File: src/design/ama_pkg.sv
// shared types and constants for the accelerometer moving average block
// no dependencies; used by all modules in this folder
`default_nettype none

package ama_pkg;

	localparam int LOG2_DEPTH_DEF = 3;

	// scaled sample, running sum, output, offset, raw and product widths; axis count
	localparam int SMP_W  = 16;
	localparam int SUM_W  = 17;
	localparam int OUT_W  = 17;
	localparam int OFF_W  = 16;
	localparam int RAW_W  = 8;
	localparam int PROD_W = 22;
	localparam int AXES   = 3;
	localparam int WORD_W = AXES * SMP_W;

	localparam int SCALE_MUL   = 10000;
	localparam int SCALE_SHIFT = 6;

	// input commands
	localparam logic CMD_SAMPLE = 1'b0;
	localparam logic CMD_CLEAR  = 1'b1;

	// configuration register indexes
	localparam int CFG_IDX_W = 2;
	localparam logic [CFG_IDX_W-1:0] REG_OFFSET_X = 2'd0;
	localparam logic [CFG_IDX_W-1:0] REG_OFFSET_Y = 2'd1;
	localparam logic [CFG_IDX_W-1:0] REG_OFFSET_Z = 2'd2;

	typedef enum logic {
		ST_IDLE,
		ST_UPDATE
	} state_t;

	// ring memory control
	typedef struct packed {
		logic clr;
		logic rd_en;
		logic wr_en;
	} ring_ctl_t;

endpackage

`default_nettype wire

File: src/design/ama_scale.sv
// scaling of one raw accelerometer byte: sign extend, times 10000, asr 6
// depends on ama_pkg
`default_nettype none

module ama_scale (
	input  wire logic [ama_pkg::RAW_W-1:0]        raw,
	output logic signed [ama_pkg::SMP_W-1:0]      scaled
);

	logic signed [ama_pkg::PROD_W-1:0] raw_ext;
	logic signed [ama_pkg::PROD_W-1:0] prod;

	always_comb begin
		raw_ext = $signed({{(ama_pkg::PROD_W-ama_pkg::RAW_W){raw[ama_pkg::RAW_W-1]}}, raw});
		prod    = raw_ext * $signed(ama_pkg::PROD_W'(ama_pkg::SCALE_MUL));
		// floor shift; the result always fits the sample width
		scaled  = prod[ama_pkg::SCALE_SHIFT +: ama_pkg::SMP_W];
	end

endmodule

`default_nettype wire

File: src/design/ama_ring.sv
// sample ring memory with registered read and per-entry valid bits
// depends on ama_pkg; an entry that is not valid reads as zero
`default_nettype none

module ama_ring #(
	parameter int LOG2_DEPTH = ama_pkg::LOG2_DEPTH_DEF
) (
	input  wire logic                         clk,
	input  wire logic                         arst_n,
	input  wire ama_pkg::ring_ctl_t           ctl,
	input  wire logic [LOG2_DEPTH-1:0]        rd_addr,
	input  wire logic [LOG2_DEPTH-1:0]        wr_addr,
	input  wire logic [ama_pkg::WORD_W-1:0]   wr_data,
	output logic [ama_pkg::WORD_W-1:0]        rd_data
);

	localparam int DEPTH = 1 << LOG2_DEPTH;

	logic [ama_pkg::WORD_W-1:0] mem [DEPTH];
	logic [DEPTH-1:0]           vld_q;
	logic [ama_pkg::WORD_W-1:0] rd_data_q;
	logic                       rd_vld_q;

	always_ff @(posedge clk) begin
		if (ctl.wr_en) begin
			mem[wr_addr] <= wr_data;
		end
		if (ctl.rd_en) begin
			rd_data_q <= mem[rd_addr];
		end
	end

	always_ff @(posedge clk or negedge arst_n) begin
		if (!arst_n) begin
			vld_q    <= '0;
			rd_vld_q <= 1'b0;
		end else begin
			if (ctl.clr) begin
				vld_q <= '0;
			end else if (ctl.wr_en) begin
				vld_q[wr_addr] <= 1'b1;
			end
			if (ctl.rd_en) begin
				rd_vld_q <= vld_q[rd_addr];
			end
		end
	end

	assign rd_data = rd_vld_q ? rd_data_q : '0;

endmodule

`default_nettype wire

File: src/design/accel_moving_average_offset.sv
// accelerometer moving average with offsets: a sample word takes a ring read,
// then a sum update and write back; a result word is valid the cycle after
// the update. a clear word needs no update step. no new word is taken until
// the update is written back. reset clears the ring valid bits, sums, slot,
// warm-up counter and offsets at once; no clearing pass.
// depends on ama_pkg, ama_scale, ama_ring
`default_nettype none

module accel_moving_average_offset #(
	parameter int LOG2_DEPTH = ama_pkg::LOG2_DEPTH_DEF
) (
	input  wire logic                               clk,
	input  wire logic                               arst_n,
	input  wire logic                               in_valid,
	output logic                                    in_stall,
	input  wire logic                               cmd,
	input  wire logic [ama_pkg::RAW_W-1:0]          raw_first,
	input  wire logic [ama_pkg::RAW_W-1:0]          raw_second,
	input  wire logic [ama_pkg::RAW_W-1:0]          raw_third,
	output logic                                    out_valid,
	input  wire logic                               out_stall,
	output logic signed [ama_pkg::OUT_W-1:0]        axis_x,
	output logic signed [ama_pkg::OUT_W-1:0]        axis_y,
	output logic signed [ama_pkg::OUT_W-1:0]        axis_z,
	input  wire logic                               cfg_valid,
	output logic                                    cfg_ready,
	input  wire logic [ama_pkg::CFG_IDX_W-1:0]      cfg_index,
	input  wire logic [ama_pkg::OFF_W-1:0]          cfg_data
);

	localparam int SMP_W = ama_pkg::SMP_W;
	localparam int SUM_W = ama_pkg::SUM_W;
	localparam int DIF_W = SUM_W + 1;
	localparam logic [LOG2_DEPTH-1:0] SLOT_MAX = '1;

	ama_pkg::state_t state_q, state_nxt;

	logic signed [SMP_W-1:0]         scl [ama_pkg::AXES];
	logic signed [SMP_W-1:0]         scl_s1 [ama_pkg::AXES];
	logic signed [SMP_W-1:0]         old_smp [ama_pkg::AXES];
	logic signed [SUM_W-1:0]         sum_q [ama_pkg::AXES];
	logic signed [SUM_W-1:0]         sum_nxt [ama_pkg::AXES];
	logic signed [SMP_W-1:0]         new_sh;
	logic signed [SMP_W-1:0]         old_sh;
	logic signed [ama_pkg::OFF_W-1:0] off_x_q, off_y_q, off_z_q;
	logic signed [DIF_W-1:0]         res_x, res_y, res_z;
	logic [LOG2_DEPTH-1:0]           slot_q;
	logic [LOG2_DEPTH-1:0]           warm_q, warm_nxt;
	logic                            out_valid_q;
	logic signed [ama_pkg::OUT_W-1:0] axis_x_q, axis_y_q, axis_z_q;
	logic                            accept, do_clear, do_sample, emit, commit;
	ama_pkg::ring_ctl_t              ring_ctl;
	logic [ama_pkg::WORD_W-1:0]      rd_data;
	logic [ama_pkg::WORD_W-1:0]      wr_data;

	// the second byte feeds the first axis and the first byte the second
	ama_scale u_scale_x (.raw(raw_second), .scaled(scl[0]));
	ama_scale u_scale_y (.raw(raw_first),  .scaled(scl[1]));
	ama_scale u_scale_z (.raw(raw_third),  .scaled(scl[2]));

	ama_ring #(.LOG2_DEPTH(LOG2_DEPTH)) u_ring (
		.clk     (clk),
		.arst_n  (arst_n),
		.ctl     (ring_ctl),
		.rd_addr (slot_q),
		.wr_addr (slot_q),
		.wr_data (wr_data),
		.rd_data (rd_data)
	);

	assign in_stall  = (state_q != ama_pkg::ST_IDLE);
	assign cfg_ready = 1'b1;
	assign out_valid = out_valid_q;
	assign axis_x    = axis_x_q;
	assign axis_y    = axis_y_q;
	assign axis_z    = axis_z_q;

	always_comb begin
		accept    = in_valid & ~in_stall;
		do_clear  = accept & (cmd == ama_pkg::CMD_CLEAR);
		do_sample = accept & (cmd == ama_pkg::CMD_SAMPLE);
		warm_nxt  = (warm_q == SLOT_MAX) ? warm_q : warm_q + 1'b1;
		emit      = (warm_nxt == SLOT_MAX);
		// hold the update while an earlier result still waits
		commit    = (state_q == ama_pkg::ST_UPDATE) & ~(emit & out_valid_q & out_stall);

		for (int a = 0; a < ama_pkg::AXES; a++) begin
			old_smp[a] = rd_data[a*SMP_W +: SMP_W];
			new_sh     = scl_s1[a] >>> LOG2_DEPTH;
			old_sh     = old_smp[a] >>> LOG2_DEPTH;
			sum_nxt[a] = sum_q[a] + SUM_W'(new_sh) - SUM_W'(old_sh);
		end
		wr_data = {scl_s1[2], scl_s1[1], scl_s1[0]};

		res_x = -DIF_W'(sum_nxt[0]) - DIF_W'(off_x_q);
		res_y =  DIF_W'(sum_nxt[1]) - DIF_W'(off_y_q);
		res_z =  DIF_W'(sum_nxt[2]) - DIF_W'(off_z_q);

		ring_ctl.clr   = do_clear;
		ring_ctl.rd_en = do_sample;
		ring_ctl.wr_en = commit;
	end

	always_comb begin
		state_nxt = state_q;
		case (state_q)
			ama_pkg::ST_IDLE: begin
				if (do_sample) begin
					state_nxt = ama_pkg::ST_UPDATE;
				end
			end
			ama_pkg::ST_UPDATE: begin
				if (commit) begin
					state_nxt = ama_pkg::ST_IDLE;
				end
			end
			default: state_nxt = ama_pkg::ST_IDLE;
		endcase
	end

	always_ff @(posedge clk or negedge arst_n) begin
		if (!arst_n) begin
			state_q <= ama_pkg::ST_IDLE;
		end else begin
			state_q <= state_nxt;
		end
	end

	always_ff @(posedge clk) begin
		if (do_sample) begin
			for (int a = 0; a < ama_pkg::AXES; a++) begin
				scl_s1[a] <= scl[a];
			end
		end
		if (commit && emit) begin
			axis_x_q <= res_x[ama_pkg::OUT_W-1:0];
			axis_y_q <= res_y[ama_pkg::OUT_W-1:0];
			axis_z_q <= res_z[ama_pkg::OUT_W-1:0];
		end
	end

	always_ff @(posedge clk or negedge arst_n) begin
		if (!arst_n) begin
			for (int a = 0; a < ama_pkg::AXES; a++) begin
				sum_q[a] <= '0;
			end
			slot_q      <= '0;
			warm_q      <= '0;
			out_valid_q <= 1'b0;
			off_x_q     <= '0;
			off_y_q     <= '0;
			off_z_q     <= '0;
		end else begin
			if (do_clear) begin
				for (int a = 0; a < ama_pkg::AXES; a++) begin
					sum_q[a] <= '0;
				end
				slot_q <= '0;
				warm_q <= '0;
			end else if (commit) begin
				for (int a = 0; a < ama_pkg::AXES; a++) begin
					sum_q[a] <= sum_nxt[a];
				end
				slot_q <= slot_q + 1'b1;
				warm_q <= warm_nxt;
			end

			if (commit && emit) begin
				out_valid_q <= 1'b1;
			end else if (out_valid_q && !out_stall) begin
				out_valid_q <= 1'b0;
			end

			if (cfg_valid) begin
				case (cfg_index)
					ama_pkg::REG_OFFSET_X: off_x_q <= cfg_data;
					ama_pkg::REG_OFFSET_Y: off_y_q <= cfg_data;
					ama_pkg::REG_OFFSET_Z: off_z_q <= cfg_data;
					default: ;
				endcase
			end
		end
	end

endmodule

`default_nettype wire
File: config.mk
export PLATFORM = sky130hd
export DESIGN_NAME = accel_moving_average_offset
export DESIGN_NICKNAME = d
export VERILOG_FILES = /design/src/design/ama_pkg.sv /design/src/design/ama_scale.sv /design/src/design/ama_ring.sv /design/src/design/accel_moving_average_offset.sv
export SDC_FILE = /design/constraint.sdc
export NUM_CORES = 1
export LEC_CHECK = 0
export BUFFER_PORTS_ARGS = -buffer_cell sky130_fd_sc_hd__buf_2
export CORE_MARGIN = 1
export CORE_UTILIZATION = 65
export CTS_CLUSTER_SIZE = 24
export DETAILED_ROUTE_END_ITERATION = 10
export GPL_ROUTABILITY_DRIVEN = 1
export GPL_TIMING_DRIVEN = 0
export PLACE_DENSITY = 0.9
export REMOVE_ABC_BUFFERS = 1
export SYNTH_ARGS = -nofsm -noshare
export SYNTH_HDL_FRONTEND = slang
export SYNTH_HIERARCHICAL = 1
export SYNTH_SLANG_ARGS = --single-unit
File: constraint.sdc
create_clock -name clk -period 20.8 [get_ports clk]
set_input_delay 4.16 -clock clk [delete_from_list [all_inputs] [get_ports clk]]
set_output_delay 4.16 -clock clk [all_outputs]
set_load 0.1 [all_outputs]
=== Word-level counts from Yosys, hierarchy flattened ===
Memory sizes are Yosys's and may differ from the RTL's. A register that Yosys moved wholly into a read port is not among the register bits.
Cells that the tools add are included.

* Bits in writable memories: 432
* Memories: 2
* Bits in registers: 167
* Bits of input ports: 48
* Word-level logic and storage cells: 80
* Output and inout port bits: 54

{| class="wikitable"
|+ Memories
! memory !! words !! bits a word !! rd ports !! clocked after memory_dff !! wr ports !! RTL line !! text
|-
| u_ring.mem || 8 || 48 || 1 || 1 || 1 || ama_ring.sv:19 || <nowiki>logic [ama_pkg::WORD_W-1:0] mem [DEPTH];</nowiki>
|-
| scl_s1 || 3 || 16 || 3 || 0 || 3 || accel_moving_average_offset.sv:39 || <nowiki>logic signed [SMP_W-1:0] scl_s1 [ama_pkg::AXES];</nowiki>
|}

* Multiplexer cells: 22
* Bitwise logic cells: 10
* Equal/unequal tests: 4
* $lt $le $gt $ge: 2
* Add/subtract/negate cells: 12
* Multiply operators: 3
* Reduce and logical (&&, ||, !) cells: 10

{| class="wikitable"
|+ Operators by type and width
! operator !! count
|-
| $mux 51 || 2
|-
| $mul 8x11->18 const B || 3
|-
| $add 17x13->17 || 3
|-
| $sub 17x13->17 || 3
|-
| $sub 17x16->17 || 3
|-
| $mux 48 || 1
|-
| $neg 17->17 || 1
|-
| $mux 8 || 2
|-
| $mux 3 || 5
|-
| $mux 1 || 9
|-
| $or 8x8->8 || 1
|-
| $add 3x1->3 const B || 2
|-
| $and 1x1->1 || 6
|-
| $eq 3x3->1 const B || 2
|-
| $reduce_and 2->1 || 3
|-
| $lt 3x4->1 const B || 1
|-
| $reduce_bool 2->1 || 2
|-
| $bmux 1 s3 || 1
|-
| $demux 1 s3 || 1
|-
| $ge 3x1->1 const B || 1
|-
| $logic_and 1x1->1 || 3
|-
| $not 1->1 || 3
|-
| $eq 2x1->1 const B || 1
|-
| $eq 2x2->1 const B || 1
|-
| 3 further kinds || 3
|}

=== Longest topological paths before layout ===
Gate-level depths: netlist of run 1.

* Depth in word-level cells: 9
* Depth in mapped cells: 22
* Mapped depth without buffers: 21

=== By module ===
The synthesis of run 1 kept the hierarchy.

{| class="wikitable"
|+ Modules (own cells, without submodules)
! module !! seq. area each (um^2) !! area each (um^2) !! cells each !! times used
|-
| ama_ring || 13197.7 || 16991.3 || 695 || 1
|-
| accel_moving_average_offset || 5650.4 || 13447.9 || 1311 || 1
|-
| ama_scale || 0.0 || 1325.0 || 151 || 3
|}

=== Worst setup path after synthesis of run 1 ===
Ideal clock, no wire load.

* Kind: input -> register
* Start: in cmd
* End: reg u_ring.rd_vld_q
* Setup slack: 8762 ps
* Stages on the path: 2
* Setup time: 434 ps
* Data required time: 20366 ps
* Buffers on the path: 0
* Data arrival time: 11604 ps
* Cell sequence: nor3b_1 mux2i_1

* Cells in the longest elaborated chain, start to end: 2

{| class="wikitable"
|+ Ends and longest elaborated chain
! what !! RTL line !! text
|-
| from (decl) || accel_moving_average_offset.sv:16 || <nowiki>input wire logic cmd,</nowiki>
|-
| $not 1->1 || accel_moving_average_offset.sv:81 || <nowiki>do_sample = accept & (cmd == ama_pkg::CMD_SAMPLE);</nowiki>
|-
| $and 1x1->1 || accel_moving_average_offset.sv:81 ||
|-
| to (signal assigned) || ama_ring.sv:44 || <nowiki>rd_vld_q <= vld_q[rd_addr];</nowiki>
|-
| to (decl) || ama_ring.sv:22 || <nowiki>logic rd_vld_q;</nowiki>
|}

No other way between the ends.
A chain may end at the register's enable or synchronous reset.

==> summary.txt, run 1 <==
Status: complete, but fails checks
Failing checks: design-rule violations
WHS: 514 ps
Clock Skew: 37.5 ps
RD Place Congestion: 0.902
Slowest stage delay, CP: 600 ps
DR WL/cell: 24.8 um
I/O Pins: 102
Starting DRC count in detailed routing: 2361
Core ar.: 0.0469 mm2
Max-cap violations: 0
Fill cells: 2563
Post-CTS sizing: 0
M1 GR Usage: 0.406
Slew of the pin with the lowest slew margin: 1250 ps
Fmax achieved: 0.125 GHz
Total detailed-routing wirelength: 77400 um
WP data arrival: 8310 ps
Hold path cells: 1
Setup TNS: 0 ps
Share of the cycle needed by the critical path after routing: 0.383
DRT antenna net count: 0
Hold Path Sink: off_z_q[12]$_DFFE_PN0P_
Fin. Hold Viols: 0
Relative max-transition margin: 0.165
Remaining global-route overflow: 0
Die X: 221 um
Total CTS buffers: 54
Layout cells sized above 1: 0.137
Die Y: 221 um
Slew Limit Fails: 0
Vias/cell: 6.55
Nets: 2850
Hold Path Origin: off_z_q[12]$_DFFE_PN0P_
Initial Util: 0.662
Reg2Reg Setup Slack: 14840 ps
Worst R2R End: axis_y[16]$_DFFE_PP_
Remaining DRCs: 13
CTS tree: yes
Mean post-synth cell area: 13.3 um2
R2R cell count: 17
WS Path Type: input pin to flip-flop
CP Capture Type: flip-flop
DRT Pass-1 Iters: 9
Clock net sink count: 557
Vias in the first global route: 21100
CTS root buf: clkbuf_16
Most Crowded Layer GR: met2
GR met3 Demand/Resource: 0.0668
YS warnings: 6
CP Max Fanout: 5
Worst-path clk slew: 60 ps
Critical Path RT: 21140 ps
Worst hold-check path type: flip-flop to flip-flop
Die area: 0.0486 mm2
# Post-CTS Setup Buffers: 0
Global-route wire length before repair: 119000 um
Vias: 20400
Met2 track demand over resource: 0.545
Gr usage total: 0.328
Synthesized area: 0.0310 mm2
Largest net degree at the start of global routing: 93
Area delta synth->final: 11.3%
Buffers & Inverters on Critical Path: 5
Critical path's slowest cell: or4_1
# rows: 79
Final setup fails: 0
Port Buffer Count: 100
Detail Placement HPWL: 50400 um
CP cell instances: buf_2 -> fa_1 -> inv_1 -> fa_1 -> inv_1 -> fa_1 -> inv_1 -> fa_1 -> inv_1 -> ha_1 -> a21o_1 -> a221oi_2 -> nor3_1 -> or4_1
H-tree depth: 2
Synth Instances: 2327
Worst Setup Start Kind: input pin
Clock latency on the worst-skew pair: 640 ps
Worst-case clock buffer depth: 3
Hold_buf cts: 0
# diodes: 0
R2R Path Start: u_ring/rd_vld_q$_DFFE_PN0P_
Delay-heaviest family, CP: adder cells
Initial antenna violation count: 3
Crit path time final: 7980 ps
RSZ-0062 raised after global routing: no
-- state kept, by name, summed over array words and instances, names as in the netlist, 3 cells and up --
signal            cells
scl_s1               39
sum_q                51
axis_y               17
axis_x               17
u_ring/mem          312
off_y_q              16
u_ring/vld_q          8
axis_z               17
off_z_q              16
off_x_q              16
slot_q                3
warm_q                3
u_ring/rd_data_q     39
-- worst max-delay path by stage --
stage / slack (ps) / to / startpoint / cells past startpoint
detailed placement: 12260 / scl_s1[0][46]$_DFFE_PP_ / raw_third[5] / 14
finish: 12820 / scl_s1[0][46]$_DFFE_PP_ / raw_third[5] / 14
global route: 12680 / scl_s1[0][47]$_DFFE_PP_ / raw_third[5] / 14
CTS: 12880 / scl_s1[0][46]$_DFFE_PP_ / raw_third[5] / 14
floorplan: 10130 / u_ring/rd_vld_q$_DFFE_PN0P_ / cmd / 2
global placement: 4710 / u_ring/mem[0][6]$_DFFE_PP_ / out_stall / 5
-- worst register-to-register path: cells and delay by family, from the launching register on --
kind | cells | cell delay, ps
xor gates and xnor gates | 3 | 830
adders and majority gates | 3 | 1390
AOI/OAI and AO/OA | 8 | 1690
DFF | 1 | 970
and+or+nand+nor | 3 | 870
-- metrics by stage --
step	instance area, um2	cells	util	setup WS, ps
global route	34600	3121	0.738	12680
finish	34600	3121	0.738	12820
global placement	32000	2975	0.682	4710
CTS	34500	3120	0.737	12880
detailed placement	32700	3020	0.697	12260
floorplan	30700	2268	-	10130
-- per-layer routing --
layer	up-vias	share of wire
li1	8660	-
met1	9949	0.36
met2	1439	0.48
met3	380	0.099
met4	6	0.061
met5	-	0.00044
-- cell type report --
class | instances | area, um2 | area share
Tap cell | 607 | 759 | 0.0220
Multi-Input combinational cell | 1326 | 13200 | 0.382
Sequential cell | 557 | 16200 | 0.468
Inverter | 385 | 1450 | 0.0418
Clock inverter | 26 | 348 | 0.0101
Clock buffer | 74 | 1510 | 0.0436
Timing Repair Buffer | 146 | 1150 | 0.0333
-- placed cells by master, fill, tap and decap left out, drive strengths merged, types with 8 or more instances in the layout --
cell type  instances
edfxtp           441
inv              385
ha               239
buf              146
dfrtp            116
fa                93
a21oi             87
xnor2             86
o21ai             86
nand2             81
mux4              79
clkbuf            74
mux2              72
a21o              53
nor2              48
and2              45
nand3             42
xor2              38
nor3              32
o31ai             25
nand2b            16
o211ai            14
clkinv            14
and3              13
a211oi            13
o21bai            12
nor2b             12
o21a              11
a31oi             11
or3               10
nor3b              9
nand4              8
nand3b             8
bufinv             8
Power of run 1 is left out: the tool's default activity adds up to more than one toggle a clock period on the data nets, which glitch-free logic cannot reach.
==> inputs of run 2 (changes only) <==
- CORE_UTILIZATION: 65 -> 64
- PLACE_DENSITY: 0.9 -> 0.89
- clock period: 20.8 -> 7.5 ns (I/O delays scaled with it)
==> run 2 against run 1 <==
The flow now finishes without violations. Utilization fell by 1.6 points. Sequential share of layout area rose by 0.11 points. First-iteration DRC count fell by 2.5%. Hold slack got worse by 6.1 ps. Via count barely moved. Highest routed layer is now met4.
==> summary.txt, run 2 (same netlist as run 1, synthesis figures left out) <==
WHS: 508 ps (was 514 ps)
DRT antenna net count: 0 (unchanged)
Commonest cells after routing, fill and taps aside: 441 x edfxtp_1, 383 x inv_1, 239 x ha_1 (unchanged)
Die area: 0.0494 mm2 (was 0.0486 mm2)
Die Y: 222 um (was 221 um)
Port Buffer Count: 100 (unchanged)
Clock Skew: 25.6 ps (was 37.5 ps)
R2R cell count: 20 (was 17)
Total CTS buffers: 52 (was 54)
Max-cap violations: 0 (unchanged)
Reg2Reg Setup Slack: 1330 ps (was 14840 ps)
Fin. Hold Viols: 0 (unchanged)
Initial antenna violation count: 0 (was 3)
CTS root buf: clkbuf_16 (unchanged)
Share of the cycle needed by the critical path after routing: 0.823
Crit path launch: u_ring/rd_vld_q$_DFFE_PN0P_ (was raw_third[5])
H-tree depth: 2 (unchanged)
DRT Pass-1 Iters: 6 (was 9)
RD Place Congestion: 0.912 (was 0.902)
Remaining DRCs: 0 (was 13)
Commonest non-fill, non-tap cell in the layout: edfxtp_1 (unchanged)
RSZ-0062 raised after global routing: no (unchanged)
Detail Placement HPWL: 49500 um (was 50400 um)
Die X: 222 um (was 221 um)
Worst-case clock buffer depth: 3 (unchanged)
Worst hold-check path type: flip-flop to flip-flop (unchanged)
CP Max Fanout: 40 (was 5)
Largest net degree at the start of global routing: 76 (was 93)
Worst R2R End: axis_y[16]$_DFFE_PP_ (unchanged)
# Post-CTS Setup Buffers: 0 (unchanged)
# rows: 80 (was 79)
Final setup fails: 0 (unchanged)
# diodes: 0 (unchanged)
Total detailed-routing wirelength: 77400 um (about the same)
WP data arrival: 6510 ps (was 8310 ps)
Largest register FFs: 312 (unchanged)
DP Cell Count: 3025 (was 3020)
Remaining global-route overflow: 0 (unchanged)
Layout cells sized above 1: 0.135 (was 0.137)
Hold_buf cts: 0 (unchanged)
Initial Util: 0.650 (was 0.662)
I/O Pins: 102 (unchanged)
Post-CTS sizing: 0 (unchanged)
Relative max-transition margin: 0.0392 (was 0.165)
Vias: 20400 (about the same)
Biggest regs: u_ring/mem (312), sum_q (51) (unchanged)
Crit path time final: 6170 ps
Vias in the first global route: 21300 (was 21100)
CP Capture Type: flip-flop (unchanged)
Clock latency on the worst-skew pair: 620 ps (was 640 ps)
R2R Path Start: u_ring/rd_vld_q$_DFFE_PN0P_ (unchanged)
Gr usage total: 0.318 (was 0.328)
Status: complete, no violations (was complete, but fails checks)
Top reg by flops: u_ring/mem (unchanged)
Slew Limit Fails: 0 (unchanged)
Nets: 2845 (was 2850)
Global-route wire length before repair: 120000 um (was 119000 um)
Worst-path clk slew: 70 ps (was 60 ps)
Slew of the pin with the lowest slew margin: 1440 ps (was 1250 ps)
Critical Path RT: 7840 ps (was 21140 ps)
CTS tree: yes (unchanged)
Fmax achieved: 0.162 GHz
Worst Setup Start Kind: flip-flop (was input pin)
DR WL/cell: 24.8 um (about the same)
Clock net sink count: 557 (unchanged)
Post-route core utilization: 0.722 (was 0.738)
Core ar.: 0.0477 mm2 (was 0.0469 mm2)
WS Path Type: flip-flop to flip-flop (was input pin to flip-flop)
Vias/cell: 6.54 (was 6.55)
Setup crit end: axis_y[16]$_DFFE_PP_ (was scl_s1[0][46]$_DFFE_PP_)
Fin cells: 3124 (was 3121)
Starting DRC count in detailed routing: 2301 (was 2361)
Area delta synth->final: 11.1% (was 11.3%)
==> run 2: through the flow <==
stage	TNS (ps)	setup WS [ps]	area, um2
finish	0	1330	34500
CTS	0	1590	34500
floorplan	-73710	-510	30700
detailed placement	0	1750	32600
global route	0	1270	34500
global placement	-1260340	-6150	32000
==> run 2: worst min-delay path by stage <==
stage	slack, ps	startpoint	depth (start not counted)	endpoint
after floorplan	470	u_ring/vld_q[0]$_DFFE_PN0P_	2	u_ring/vld_q[0]$_DFFE_PN0P_
after global placement	480	out_valid$_DFFE_PN0P_	1	out_valid$_DFFE_PN0P_
after detailed placement	490	out_valid$_DFFE_PN0P_	1	out_valid$_DFFE_PN0P_
after CTS	510	out_valid$_DFFE_PN0P_	1	out_valid$_DFFE_PN0P_
after global routing	520	off_y_q[6]$_DFFE_PN0P_	1	off_y_q[6]$_DFFE_PN0P_
final	510	out_valid$_DFFE_PN0P_	1	out_valid$_DFFE_PN0P_
==> run 2: critical path: stages, from the launching register on <==
cell,delay (ps)
dfrtp_1,1310
and2_1,280
ha_1,250
inv_1,80
ha_1,180
inv_1,80
fa_1,420
nor2b_1,190
o21bai_1,140
a32oi_1,430
a221o_1,230
a21oi_1,80
xnor2_1,450
ha_1,380
a21oi_1,210
o211ai_1,130
or3_1,330
a31o_2,280
o31ai_4,200
xnor2_1,170
xnor2_1,100
==> run 2: final cells by class <==
type / instances / area (um2)
clock inverter: 30 / 389
timing repair buffer: 143 / 1100
multi-input combinational: 1326 / 13200
fill: 2634 / 13300
tap: 615 / 769
inverter: 385 / 1450
sequential: 557 / 16200
clock buffer: 68 / 1420
==> run 2: per-layer routing <==
metal | up-vias | routed length (um) | GRT usage | share of wire
met1 | 10000 | 28600 | 0.403 | 0.37
met4 | 0 | 4300 | 0.156 | 0.056
met3 | 363 | 7160 | 0.0578 | 0.093
met5 | - | 0 | 0 | 0
li1 | 8656 | - | - | -
met2 | 1407 | 37300 | 0.532 | 0.48
Power of run 2 is left out for the same reason.
